<file path="src/rtq_pkg.sv">
`default_nettype none
package rtq_pkg;

	localparam int DefaultSlots = 16;
	localparam int MaxResults = 16;

	localparam logic REQ_ADD = 1'b0;
	localparam logic REQ_TICK = 1'b1;

	localparam logic [1:0] KIND_ADDED = 2'd0;
	localparam logic [1:0] KIND_FULL = 2'd1;
	localparam logic [1:0] KIND_FIRED = 2'd2;

	typedef struct packed {
		logic [31:0] expiry;
		logic [19:0] period;
		logic [15:0] limit;
		logic [15:0] fired;
		logic [7:0] tag;
		logic [15:0] age;
	} slot_word_t;

	typedef struct packed {
		logic capture;
		logic scan_start;
		logic scan_sel;
		logic add;
		logic fire;
		logic flush;
	} rtq_cmd_t;

	typedef struct packed {
		logic scan_done;
		logic due_any;
		logic count_full;
	} rtq_status_t;

endpackage
`default_nettype wire

</file>
<file path="src/rtq_ram.sv">
`default_nettype none
module rtq_ram #(
	parameter int WIDTH = 8,
	parameter int DEPTH = 16
) (
	input wire logic clk,
	input wire logic we,
	input wire logic [$clog2(DEPTH)-1:0] waddr,
	input wire logic [WIDTH-1:0] wdata,
	input wire logic [$clog2(DEPTH)-1:0] raddr,
	output logic [WIDTH-1:0] rdata
);

	logic [WIDTH-1:0] mem_q [DEPTH];

	always_ff @(posedge clk) begin
		if (we) begin
			mem_q[waddr] <= wdata;
		end
		rdata <= mem_q[raddr];
	end

endmodule
`default_nettype wire

</file>
<file path="src/rtq_ctrl.sv">
`default_nettype none
module rtq_ctrl (
	input wire logic clk,
	input wire logic arst_n,
	input wire logic start,
	input wire logic req_type,
	input wire rtq_pkg::rtq_status_t status,
	output rtq_pkg::rtq_cmd_t cmd,
	output logic busy
);

	typedef enum logic [2:0] {
		S_IDLE,
		S_ADD,
		S_DUE,
		S_PICK,
		S_SEL,
		S_FIRE,
		S_FLUSH
	} state_t;

	state_t state_q;
	logic more;

	assign more = status.due_any && !status.count_full;
	assign busy = (state_q != S_IDLE);

	always_comb begin
		cmd = '0;
		cmd.capture = (state_q == S_IDLE) && start;
		cmd.scan_start = ((state_q == S_IDLE) && start && (req_type == rtq_pkg::REQ_TICK))
			|| ((state_q == S_PICK) && more);
		cmd.scan_sel = (state_q == S_PICK);
		cmd.add = (state_q == S_ADD);
		cmd.fire = (state_q == S_FIRE);
		cmd.flush = (state_q == S_FLUSH);
	end

	always_ff @(posedge clk or negedge arst_n) begin
		if (!arst_n) begin
			state_q <= S_IDLE;
		end else begin
			unique case (state_q)
				S_IDLE: begin
					if (start) begin
						state_q <= (req_type == rtq_pkg::REQ_TICK) ? S_DUE : S_ADD;
					end
				end
				S_ADD: state_q <= S_IDLE;
				S_DUE: begin
					if (status.scan_done) begin
						state_q <= S_PICK;
					end
				end
				S_PICK: state_q <= more ? S_SEL : S_FLUSH;
				S_SEL: begin
					if (status.scan_done) begin
						state_q <= S_FIRE;
					end
				end
				S_FIRE: state_q <= S_PICK;
				S_FLUSH: state_q <= S_IDLE;
				default: state_q <= S_IDLE;
			endcase
		end
	end

endmodule
`default_nettype wire

</file>
<file path="src/rtq_dp.sv">
`default_nettype none
module rtq_dp #(
	parameter int TIMER_SLOTS = rtq_pkg::DefaultSlots
) (
	input wire logic clk,
	input wire logic arst_n,
	input wire rtq_pkg::rtq_cmd_t cmd,
	output rtq_pkg::rtq_status_t status,
	input wire logic [7:0] timer_tag,
	input wire logic [19:0] delay,
	input wire logic [19:0] period,
	input wire logic [15:0] fire_limit,
	input wire logic req_type,
	output logic strobe,
	output logic [1:0] result_kind,
	output logic [7:0] tag_out,
	output logic [3:0] slot_index,
	output logic [31:0] fire_time,
	output logic last
);

	localparam int IW = $clog2(TIMER_SLOTS);
	localparam int XW = (IW > 4) ? IW : 4;
	localparam int WW = $bits(rtq_pkg::slot_word_t);
	localparam int CW = $clog2(rtq_pkg::MaxResults + 1);

	logic [31:0] time_q;
	logic [15:0] seq_q;
	logic [TIMER_SLOTS-1:0] valid_q;
	logic [TIMER_SLOTS-1:0] due_q;
	logic [7:0] tag_q;
	logic [19:0] delay_q;
	logic [19:0] period_q;
	logic [15:0] limit_q;

	logic run_q;
	logic sel_q;
	logic [IW-1:0] idx_q;
	logic vld_s1;
	logic [IW-1:0] vidx_s1;
	logic [CW-1:0] n_q;

	logic best_vld_q;
	logic [IW-1:0] best_idx_q;
	rtq_pkg::slot_word_t best_q;

	logic pend_vld_q;
	logic [7:0] pend_tag_q;
	logic [IW-1:0] pend_idx_q;
	logic [31:0] pend_time_q;

	rtq_pkg::slot_word_t rd_word;
	rtq_pkg::slot_word_t wr_word;
	logic [WW-1:0] rd_bits;
	logic we;
	logic [IW-1:0] waddr;

	logic free_any;
	logic [IW-1:0] free_idx;
	logic take;
	logic [15:0] age_new;
	logic [15:0] age_best;
	logic [15:0] fired_new;
	logic rearm;

	always_comb begin
		free_any = 1'b0;
		free_idx = '0;
		for (int i = TIMER_SLOTS - 1; i >= 0; i--) begin
			if (!valid_q[i]) begin
				free_any = 1'b1;
				free_idx = IW'(i);
			end
		end
	end

	assign rd_word = rtq_pkg::slot_word_t'(rd_bits);
	assign age_new = seq_q - rd_word.age;
	assign age_best = seq_q - best_q.age;

	always_comb begin
		if (!best_vld_q) begin
			take = 1'b1;
		end else if (rd_word.expiry != best_q.expiry) begin
			take = rd_word.expiry < best_q.expiry;
		end else begin
			take = age_new > age_best;
		end
		take = take && due_q[vidx_s1];
	end

	assign fired_new = (best_q.fired == 16'hFFFF) ? best_q.fired : best_q.fired + 16'd1;
	assign rearm = (best_q.period != 20'd0)
		&& ((best_q.limit == 16'd0) || (fired_new < best_q.limit));

	always_comb begin
		wr_word = best_q;
		wr_word.expiry = time_q + 32'(best_q.period);
		wr_word.fired = fired_new;
		wr_word.age = seq_q;
		waddr = best_idx_q;
		we = cmd.fire && rearm;
		if (cmd.add) begin
			wr_word.expiry = time_q + 32'(delay_q);
			wr_word.period = period_q;
			wr_word.limit = limit_q;
			wr_word.fired = '0;
			wr_word.tag = tag_q;
			waddr = free_idx;
			we = free_any;
		end
	end

	rtq_ram #(.WIDTH(WW), .DEPTH(TIMER_SLOTS)) u_ram (
		.clk(clk),
		.we(we),
		.waddr(waddr),
		.wdata(wr_word),
		.raddr(idx_q),
		.rdata(rd_bits)
	);

	assign status.scan_done = vld_s1 && (vidx_s1 == IW'(TIMER_SLOTS - 1));
	assign status.due_any = |due_q;
	assign status.count_full = (n_q == CW'(rtq_pkg::MaxResults));

	always_ff @(posedge clk or negedge arst_n) begin
		if (!arst_n) begin
			time_q <= '0;
			seq_q <= '0;
			valid_q <= '0;
			due_q <= '0;
			run_q <= 1'b0;
			sel_q <= 1'b0;
			idx_q <= '0;
			vld_s1 <= 1'b0;
			n_q <= '0;
			best_vld_q <= 1'b0;
			pend_vld_q <= 1'b0;
			strobe <= 1'b0;
		end else begin
			strobe <= cmd.add || ((cmd.fire || cmd.flush) && pend_vld_q);
			vld_s1 <= run_q;
			if (cmd.capture) begin
				n_q <= '0;
				if (req_type == rtq_pkg::REQ_TICK) begin
					time_q <= time_q + 32'd1;
				end
			end
			if (cmd.scan_start) begin
				run_q <= 1'b1;
				sel_q <= cmd.scan_sel;
				idx_q <= '0;
				best_vld_q <= 1'b0;
			end else if (run_q) begin
				if (idx_q == IW'(TIMER_SLOTS - 1)) begin
					run_q <= 1'b0;
				end else begin
					idx_q <= idx_q + 1'b1;
				end
			end
			if (vld_s1) begin
				if (!sel_q) begin
					due_q[vidx_s1] <= valid_q[vidx_s1] && (rd_word.expiry < time_q);
				end else if (take) begin
					best_vld_q <= 1'b1;
				end
			end
			if (cmd.add) begin
				if (free_any) begin
					valid_q[free_idx] <= 1'b1;
					seq_q <= seq_q + 16'd1;
				end
			end
			if (cmd.fire) begin
				due_q[best_idx_q] <= 1'b0;
				n_q <= n_q + 1'b1;
				pend_vld_q <= 1'b1;
				if (rearm) begin
					seq_q <= seq_q + 16'd1;
				end else begin
					valid_q[best_idx_q] <= 1'b0;
				end
			end
			if (cmd.flush) begin
				pend_vld_q <= 1'b0;
			end
		end
	end

	always_ff @(posedge clk) begin
		if (cmd.capture) begin
			tag_q <= timer_tag;
			delay_q <= delay;
			period_q <= period;
			limit_q <= fire_limit;
		end
		vidx_s1 <= idx_q;
		if (vld_s1 && sel_q && take) begin
			best_idx_q <= vidx_s1;
			best_q <= rd_word;
		end
		if (cmd.add) begin
			result_kind <= free_any ? rtq_pkg::KIND_ADDED : rtq_pkg::KIND_FULL;
			tag_out <= tag_q;
			slot_index <= free_any ? 4'(XW'(free_idx)) : 4'd0;
			fire_time <= time_q;
			last <= 1'b1;
		end
		if (cmd.fire) begin
			pend_tag_q <= best_q.tag;
			pend_idx_q <= best_idx_q;
			pend_time_q <= time_q;
		end
		if (cmd.fire || cmd.flush) begin
			result_kind <= rtq_pkg::KIND_FIRED;
			tag_out <= pend_tag_q;
			slot_index <= 4'(XW'(pend_idx_q));
			fire_time <= pend_time_q;
			last <= cmd.flush;
		end
	end

endmodule
`default_nettype wire

</file>
<file path="src/repeating_timer_queue.sv">
// A table of timers driven by add requests and one-second ticks.
// An item is taken when start is high and busy is low; req_type picks an
// add (store a timer in the lowest free slot) or a tick (advance time by
// one and fire every due timer in expiry order, older entries first).
// Each result appears for one cycle with strobe high; last marks the final
// result of an item. The receiver cannot stall, so results are never held.
// An add raises busy only for its add state; its result is registered there
// and shows in the cycle after, as busy falls.
// A tick scans the slot memory once to mark due timers, then once more for
// each timer it fires, and busy stays high through all of these scans; the
// single read port of the slot memory makes the scans run one after another.
// Each fired result is held back one selection, so it is shown when the
// next timer is chosen or when the tick ends, as busy falls.
// At most sixteen timers fire per tick; the rest fire on later ticks.
// Reset clears the time, the insert sequence and all slot valid bits; the
// slot memory itself needs no clearing.
`default_nettype none
module repeating_timer_queue #(
	parameter int TIMER_SLOTS = rtq_pkg::DefaultSlots
) (
	input wire logic clk,
	input wire logic arst_n,
	input wire logic start,
	output logic busy,
	input wire logic req_type,
	input wire logic [7:0] timer_tag,
	input wire logic [19:0] delay,
	input wire logic [19:0] period,
	input wire logic [15:0] fire_limit,
	output logic strobe,
	output logic [1:0] result_kind,
	output logic [7:0] tag_out,
	output logic [3:0] slot_index,
	output logic [31:0] fire_time,
	output logic last
);

	rtq_pkg::rtq_cmd_t cmd;
	rtq_pkg::rtq_status_t status;

	rtq_ctrl u_ctrl (
		.clk(clk),
		.arst_n(arst_n),
		.start(start),
		.req_type(req_type),
		.status(status),
		.cmd(cmd),
		.busy(busy)
	);

	rtq_dp #(.TIMER_SLOTS(TIMER_SLOTS)) u_dp (
		.clk(clk),
		.arst_n(arst_n),
		.cmd(cmd),
		.status(status),
		.timer_tag(timer_tag),
		.delay(delay),
		.period(period),
		.fire_limit(fire_limit),
		.req_type(req_type),
		.strobe(strobe),
		.result_kind(result_kind),
		.tag_out(tag_out),
		.slot_index(slot_index),
		.fire_time(fire_time),
		.last(last)
	);

	a_add_answers: assert property (@(posedge clk) disable iff (!arst_n)
		start && !busy && (req_type == rtq_pkg::REQ_ADD) |-> ##2 strobe && last)
		else $error("add item did not answer in two cycles");

	a_add_kind_last: assert property (@(posedge clk) disable iff (!arst_n)
		strobe && (result_kind != rtq_pkg::KIND_FIRED) |-> last)
		else $error("add result without last");

	a_kind_legal: assert property (@(posedge clk) disable iff (!arst_n)
		strobe |-> (result_kind == rtq_pkg::KIND_ADDED) || (result_kind == rtq_pkg::KIND_FULL)
			|| (result_kind == rtq_pkg::KIND_FIRED))
		else $error("illegal result kind");

endmodule
`default_nettype wire

</file>
<file path="config.mk">
export PLATFORM = sky130hd
export DESIGN_NAME = repeating_timer_queue
export DESIGN_NICKNAME = d
export VERILOG_FILES = /design/src/rtq_pkg.sv /design/src/rtq_ram.sv /design/src/rtq_ctrl.sv /design/src/rtq_dp.sv /design/src/repeating_timer_queue.sv
export SDC_FILE = /design/constraint.sdc
export NUM_CORES = 2
export LEC_CHECK = 0
export BUFFER_PORTS_ARGS = -buffer_cell sky130_fd_sc_hd__buf_2
export CAP_MARGIN = 20
export CELL_PAD_IN_SITES_DETAIL_PLACEMENT = 0
export CELL_PAD_IN_SITES_GLOBAL_PLACEMENT = 1
export CORE_AREA = 5 5 462 646
export DETAILED_ROUTE_END_ITERATION = 10
export DIE_AREA = 0 0 467 651
export PLACE_DENSITY = 0.56
export SLEW_MARGIN = 20
export SYNTH_ARGS = -nofsm -noshare
export SYNTH_HDL_FRONTEND = slang
export SYNTH_SLANG_ARGS = --single-unit
</file>
<file path="constraint.sdc">
create_clock -name clk -period 19.9 [get_ports clk]
set_input_delay 0.995 -clock clk [delete_from_list [all_inputs] [get_ports clk]]
set_output_delay 0.995 -clock clk [all_outputs]
set_load 0.01 [all_outputs]
</file>
Word-level counts from Yosys, hierarchy flattened
Memory sizes are Yosys's and may differ from the RTL's. A register that Yosys moved wholly into a read port is not among the register bits.
Index checks and enable logic that the tools add are counted.
Word-level totals
  flip-flop bits (word level): 369
  RAM bits: 1728
  input bits: 68
  output and inout bits: 49
  word-level logic and storage cells: 196
  memories kept: 1
Cells by class
  add/sub/neg operators: 9
  $lt $le $gt $ge: 10
  eq/ne operators: 15
  muxes and demuxes: 92
  bitwise gates (word level): 4
  reduce and logical (&&, ||, !) cells: 32
Memory list
  u_dp.u_ram.mem_q: words 16, bits a word 108, read ports 1, clocked after memory_dff 1, write ports 1, line rtq_ram.sv:14  | logic [WIDTH-1:0] mem_q [DEPTH];
Operators with widths (count)
  16-bit 2-to-1 mux: 12
  4-bit 2-to-1 mux: 23
  92-bit 2-to-1 mux: 1
  32-bit by 20-bit adder with 32-bit output: 2
  32-bit less-than comparator: 2
  32-bit 2-to-1 mux: 2
  1-bit 2-to-1 mux: 38
  16-bit by 1-bit adder with 16-bit output, second input constant: 2
  32-bit by 1-bit adder with 32-bit output, second input constant: 1
  16-bit bitwise AND: 2
  32-bit != test: 1
  16-bit subtractor: 2
  20-bit nonzero test: 1
  16-bit bitwise mux: 1
  16-bit == test, second input constant: 1
  16-bit greater-than comparator: 1
  16-bit logical NOT: 1
  16-bit less-than comparator: 1
  8-bit 2-to-1 mux: 2
  16-bit NOT: 1
  16-bit OR: 1
  16-bit OR reduction: 1
  1-bit logical AND: 15
  4-bit by 5-bit less-than comparator with 1-bit output, second input constant: 3
  22 further kinds: 45

Depth between registers and ports, before layout
  depth after elaboration: 26
  depth in mapped cells: 19
  mapped depth without buffers: 19

Hierarchy
Synthesis repeated with hierarchy kept, for this count alone.
Unflattened totals
  cells, all modules: 4604
  area, all modules: 86779.5 um2
Modules (own cells, without submodules)
  rtq_ram: instances 1, cells each 2762, area each 66784.1 um2, sequential area each 54051.8 um2
  rtq_dp: instances 1, cells each 1818, area each 19785.2 um2, sequential area each 10455.0 um2
  rtq_ctrl: instances 1, cells each 24, area each 210.2 um2, sequential area each 75.1 um2

Worst setup path after synthesis
No wires, ideal clock.
  path kind: reg2reg
  start point: register u_dp.best_q[24] (netlist name)
  end point: memory u_dp.u_ram.mem_q[4][0] (netlist name), enable pin
  data arrival time: 14215 ps
  required time: 19021 ps
  slack: 4807 ps
  stages on the path, launching flop included: 15
  path buffers: 1
  cell sequence: edfxtp_1 ha_1 nand2_1 nor4_4 nand2b_1 clkbuf_1 nand2_1 ha_1 a21o_1 a21o_1 a221o_1 a2111oi_4 a31o_2 a21oi_4 nor4b_1
On the way
  word-level cells in the longest chain between the ends: 9
  elaborated cells on any way between the ends: 10
  classes of those cells: 1 x add/sub; 1 x order compare; 1 x eq/ne; 4 x mux; 3 x reduce/logical
RTL lines
  start: declaration: line rtq_dp.sv:45  | rtq_pkg::slot_word_t best_q;
  start signal: assignment: line rtq_dp.sv:201  | best_q <= rd_word;
  16-bit by 1-bit adder with 16-bit output / 16-bit == test (equally long branches): line rtq_dp.sv:92  | assign fired_new = (best_q.fired == 16'hFFFF) ? best_q.fired : best_q.fired + 16'd1;
  16-bit 2-to-1 mux (*): line rtq_dp.sv:92
  16-bit less-than comparator (*): line rtq_dp.sv:94  | && ((best_q.limit == 16'd0) || (fired_new < best_q.limit));
  1-bit logical OR (*): line rtq_dp.sv:94
  1-bit logical AND (*): line rtq_dp.sv:94
  1-bit logical AND (*): line rtq_dp.sv:102  | we = cmd.fire && rearm;
  1-bit 2-to-1 mux (*): line rtq_dp.sv:103  | if (cmd.add) begin
  1-bit 2-to-1 mux (*): line rtq_ram.sv:17  | if (we) begin
  1-bit 2-to-1 mux (not written as such) (*): line rtq_ram.sv:18  | mem_q[waddr] <= wdata;
  end: declaration: line rtq_ram.sv:14
Every way passes the cells marked *; elsewhere a longest branch is shown, timed or not.

Worst setup path after layout
  start point: register u_dp.best_q[24] (netlist name)
  end point: memory u_dp.u_ram.mem_q[5][86] (netlist name), enable pin
Same word-level chain as after synthesis.

==> results.yml <==
outcome:
  status: "finished clean"
floorplan:
  start_util_pct: 29.8
  io_pins: 117
  die_area_sq_um: 304000
  die-height_um: 651
  core-area_sq_um: 292000
  num_rows: 235
  die_w_um: 467
power:
  irDropWorstVdd_mv: 0.148
  leakagePower_nw: 32.6
  p_per_area_nw_per_um2: 150
sta:
  slew_viol_final: 0
  min_period_ps: 7420
  whs_ps: 144
  slew_headroom_pct: 23.6
  tightest_slew_ps: 1130
  setup-tns-final_ps: 0
  rsz0062_at_grt: "false"
  max_freq_mhz: 135
  hold_viol: 0
  setup_viol_count_final: 0
  fin_skew_ps: 78.9
  fin_crit_sh_pct: 37.3
setup_path:
  path_max_fanout: 43
  endpoint_kind: "flop"
  crit_arrival_ps: 7880
  worstRegToRegCells: 18
  cp_data_required_time_ps: 20360
  path_class: "flop to flop"
  start_kind: "flop"
place:
  portBuffers: 116
  post-dp-hpwl_mm: 128
  gp_congestion: 0.781
  dpl-instance-area_sq_um: 92900
route:
  first_iter_violations: 3143
  dr_total_vias: 43000
  post_drt_wl_per_cell_um: 25.8
  dr.pass1.iters: 5
  routed_wl_mm: 227
  vias_per_cell: 4.89
  ant_nets: 0
  drc: 0
synth:
  synth_top_family_by_area: "multiplexers"
  synth_area_per_cell_sq_um: 19.6
  muxShareOfSynthArea_pct: 14.3
  yosysUniqueCellTypes: 77
  synth-seq-cells: 2205
  synth_nets: 4661
  syn_inst: 4440
  synthAdderAreaFrac_pct: 2.22
  synth-edff-count: 1993
  yosysSeqAreaShare_pct: 74.2
  synth_area_leaders: "edfxtp_1 69%, mux4_2 14%, dfrtp_1 2.8%"
  synth_compound_area_share_pct: 2.85
  synth.most_common_cell: "edfxtp_1"
  synth_area_sq_um: 87100
  synth_ff_type: "edfxtp_1"
  netlist_top_cells_count: "1993 x edfxtp_1, 550 x mux4_2, 310 x nand2_1"
  yosysTopAreaCell: "edfxtp_1"
  yosys_warnings: 0
  synth-async-reset-ratio_pct: 4.44
  synth-simple-area-share_pct: 3.90
  synth_xor_area_share_pct: 1.12
  synth_top_cell_area_share_pct: 68.7
global_route:
  grt_pass1_wl_mm: 327
  grt_start_max_net_pins: 125
  overflow: 0
  grt_pass1_vias: 45400
  grtUsageTotal_pct: 14.7
  antenna_found_initial: 14
finish:
  nFillCells: 27400
  drive_gt1_share_pct: 23.9
  design_area_sq_um: 100000
  synthToLayoutAreaGrowth_pct: 15.3
  multi_input_area_sq_um: 21600
  layout.area.seq_sq_um: 64600
  nets: 4921
clock_network:
  tritoncts: "yes"
  insertion_delay_ps: 880
  htreeDepth: 4
  cts_hold_buf: 0
  ctsResizeCount: 0
  post_cts_buffers: 0
  cts_root_buffer: "clkbuf_16"
  numCtsBuffers: 213
  cts.sinks: 2205
  cts_buffer_depth: 4
  clkTransAtPathRegs_ps: 70
worst_hold_path:
  hold_path.class: "primary input to async pin"
job:
  drv_cap: 0
worst paths after layout:
kind,start,end,slack [ps]
max,u_dp.best_q[24]$_DFFE_PP_,u_dp.u_ram.mem_q[5][86]$_DFFE_PP_,12480
min,arst_n,u_dp.seq_q[13]$_DFF_PN0_,140
max reg2reg,u_dp.best_q[24]$_DFFE_PP_,u_dp.u_ram.mem_q[5][86]$_DFFE_PP_,12480
min reg2reg,u_dp.run_q$_DFF_PN0_,u_dp.vld_s1$_DFF_PN0_,370
max in group asynchronous,arst_n,u_dp.seq_q[8]$_DFF_PN0_,18740
min in group clk,fire_limit[4],u_dp.limit_q[4]$_DFFE_PP_,280
through the flow:
stage	std cells	power, mW	util (%)	setup WS (ps)
after floorplan	4440	9.52	-	4810
after global placement	8392	11.0	31.8	12360
after detailed placement	8393	11.0	31.8	12450
after CTS	8783	15.3	34.3	12440
after global routing	8786	15.8	34.4	12120
final	8789	15.1	34.4	12480
state kept, by name (all words and copies together) (netlist names), 2 cells and up:
name	flops
u_dp.pend_time_q	32
u_dp.u_ram.rdata	108
u_dp.idx_q	4
u_dp.vidx_s1	4
u_dp.tag_out	8
u_dp.u_ram.mem_q	1728
u_dp.tag_q	8
u_dp.fire_time	32
u_dp.best_q	108
u_dp.best_idx_q	4
u_dp.valid_q	16
u_dp.pend_tag_q	8
u_dp.delay_q	20
u_dp.period_q	20
u_dp.due_q	16
u_dp.slot_index	4
u_dp.pend_idx_q	4
u_dp.seq_q	16
u_ctrl.state_q	3
u_dp.result_kind	2
u_dp.time_q	32
u_dp.limit_q	16
u_dp.n_q	5
layout make-up:
| class | count | share of cell area (%) |
|---|---|---|
| antenna | 4 | 0.00997 |
| clock buffer | 279 | 5.76 |
| clock inverter | 111 | 1.49 |
| inverter | 143 | 0.539 |
| multi-input combinational | 1915 | 21.5 |
| sequential | 2205 | 64.4 |
| tap | 3910 | 4.87 |
| timing repair buffer | 222 | 1.50 |
routing by layer:
metal | vias to the layer above | global-route usage (%) | share of wire, %
met1 | 23000 | 19.1 | 42
li1 | 18500 | - | -
met2 | 1070 | 25.4 | 51
met4 | 10 | 4.68 | 3.3
met3 | 344 | 1.90 | 4.1
met5 | - | 0 | 0.022
cells in the final DEF (no fill, tap or decap), types with 33 or more instances in the layout:
cell,synthesis,final
clkbuf_1,123,47
ha_1,150,150
o21ai_0,99,95
dfrtp_1,98,94
edfxtp_1,1993,1993
a21oi_1,89,87
buf_4,1,96
nor2_1,100,99
nand3_1,52,52
bufinv_16,0,33
buf_2,10,116
inv_1,143,141
mux4_2,550,550
nand2_1,310,309
dfxtp_1,114,114
xnor2_1,77,62
a21o_1,36,36
nand4_1,45,45
nor3_1,63,56
clkbuf_16,0,214
critical path: stages, from the launching register on:
cell and delay (ps):
edfxtp_1 480, ha_1 280, nand2_1 140, nor4_4 80, nand2b_1 400, nor3b_1 520, nand3_1 160, xnor2_1 180
ha_1 200, a21oi_1 170, o21ai_0 130, a221o_1 390, a2111oi_4 410, a31o_2 470, a21oi_4 280, nor4_4 340
buf_4 650, buf_4 900, buf_4 710
cells by family after synthesis:
family / Yosys count
flip-flops: 2205
AND/OR/NAND/NOR: 715
multiplexers: 557
AO/OA/AOI/OAI: 379
buffers and inverters: 320
adder cells (fa/ha/maj): 153
XOR/XNOR: 111
report_power, final:
group / switching, mW / internal [mW]
logic: 2.57 / 1.68
clock network: 1.77 / 2.48
registers: 0.345 / 6.24
(Power assumes the default switching activity.)
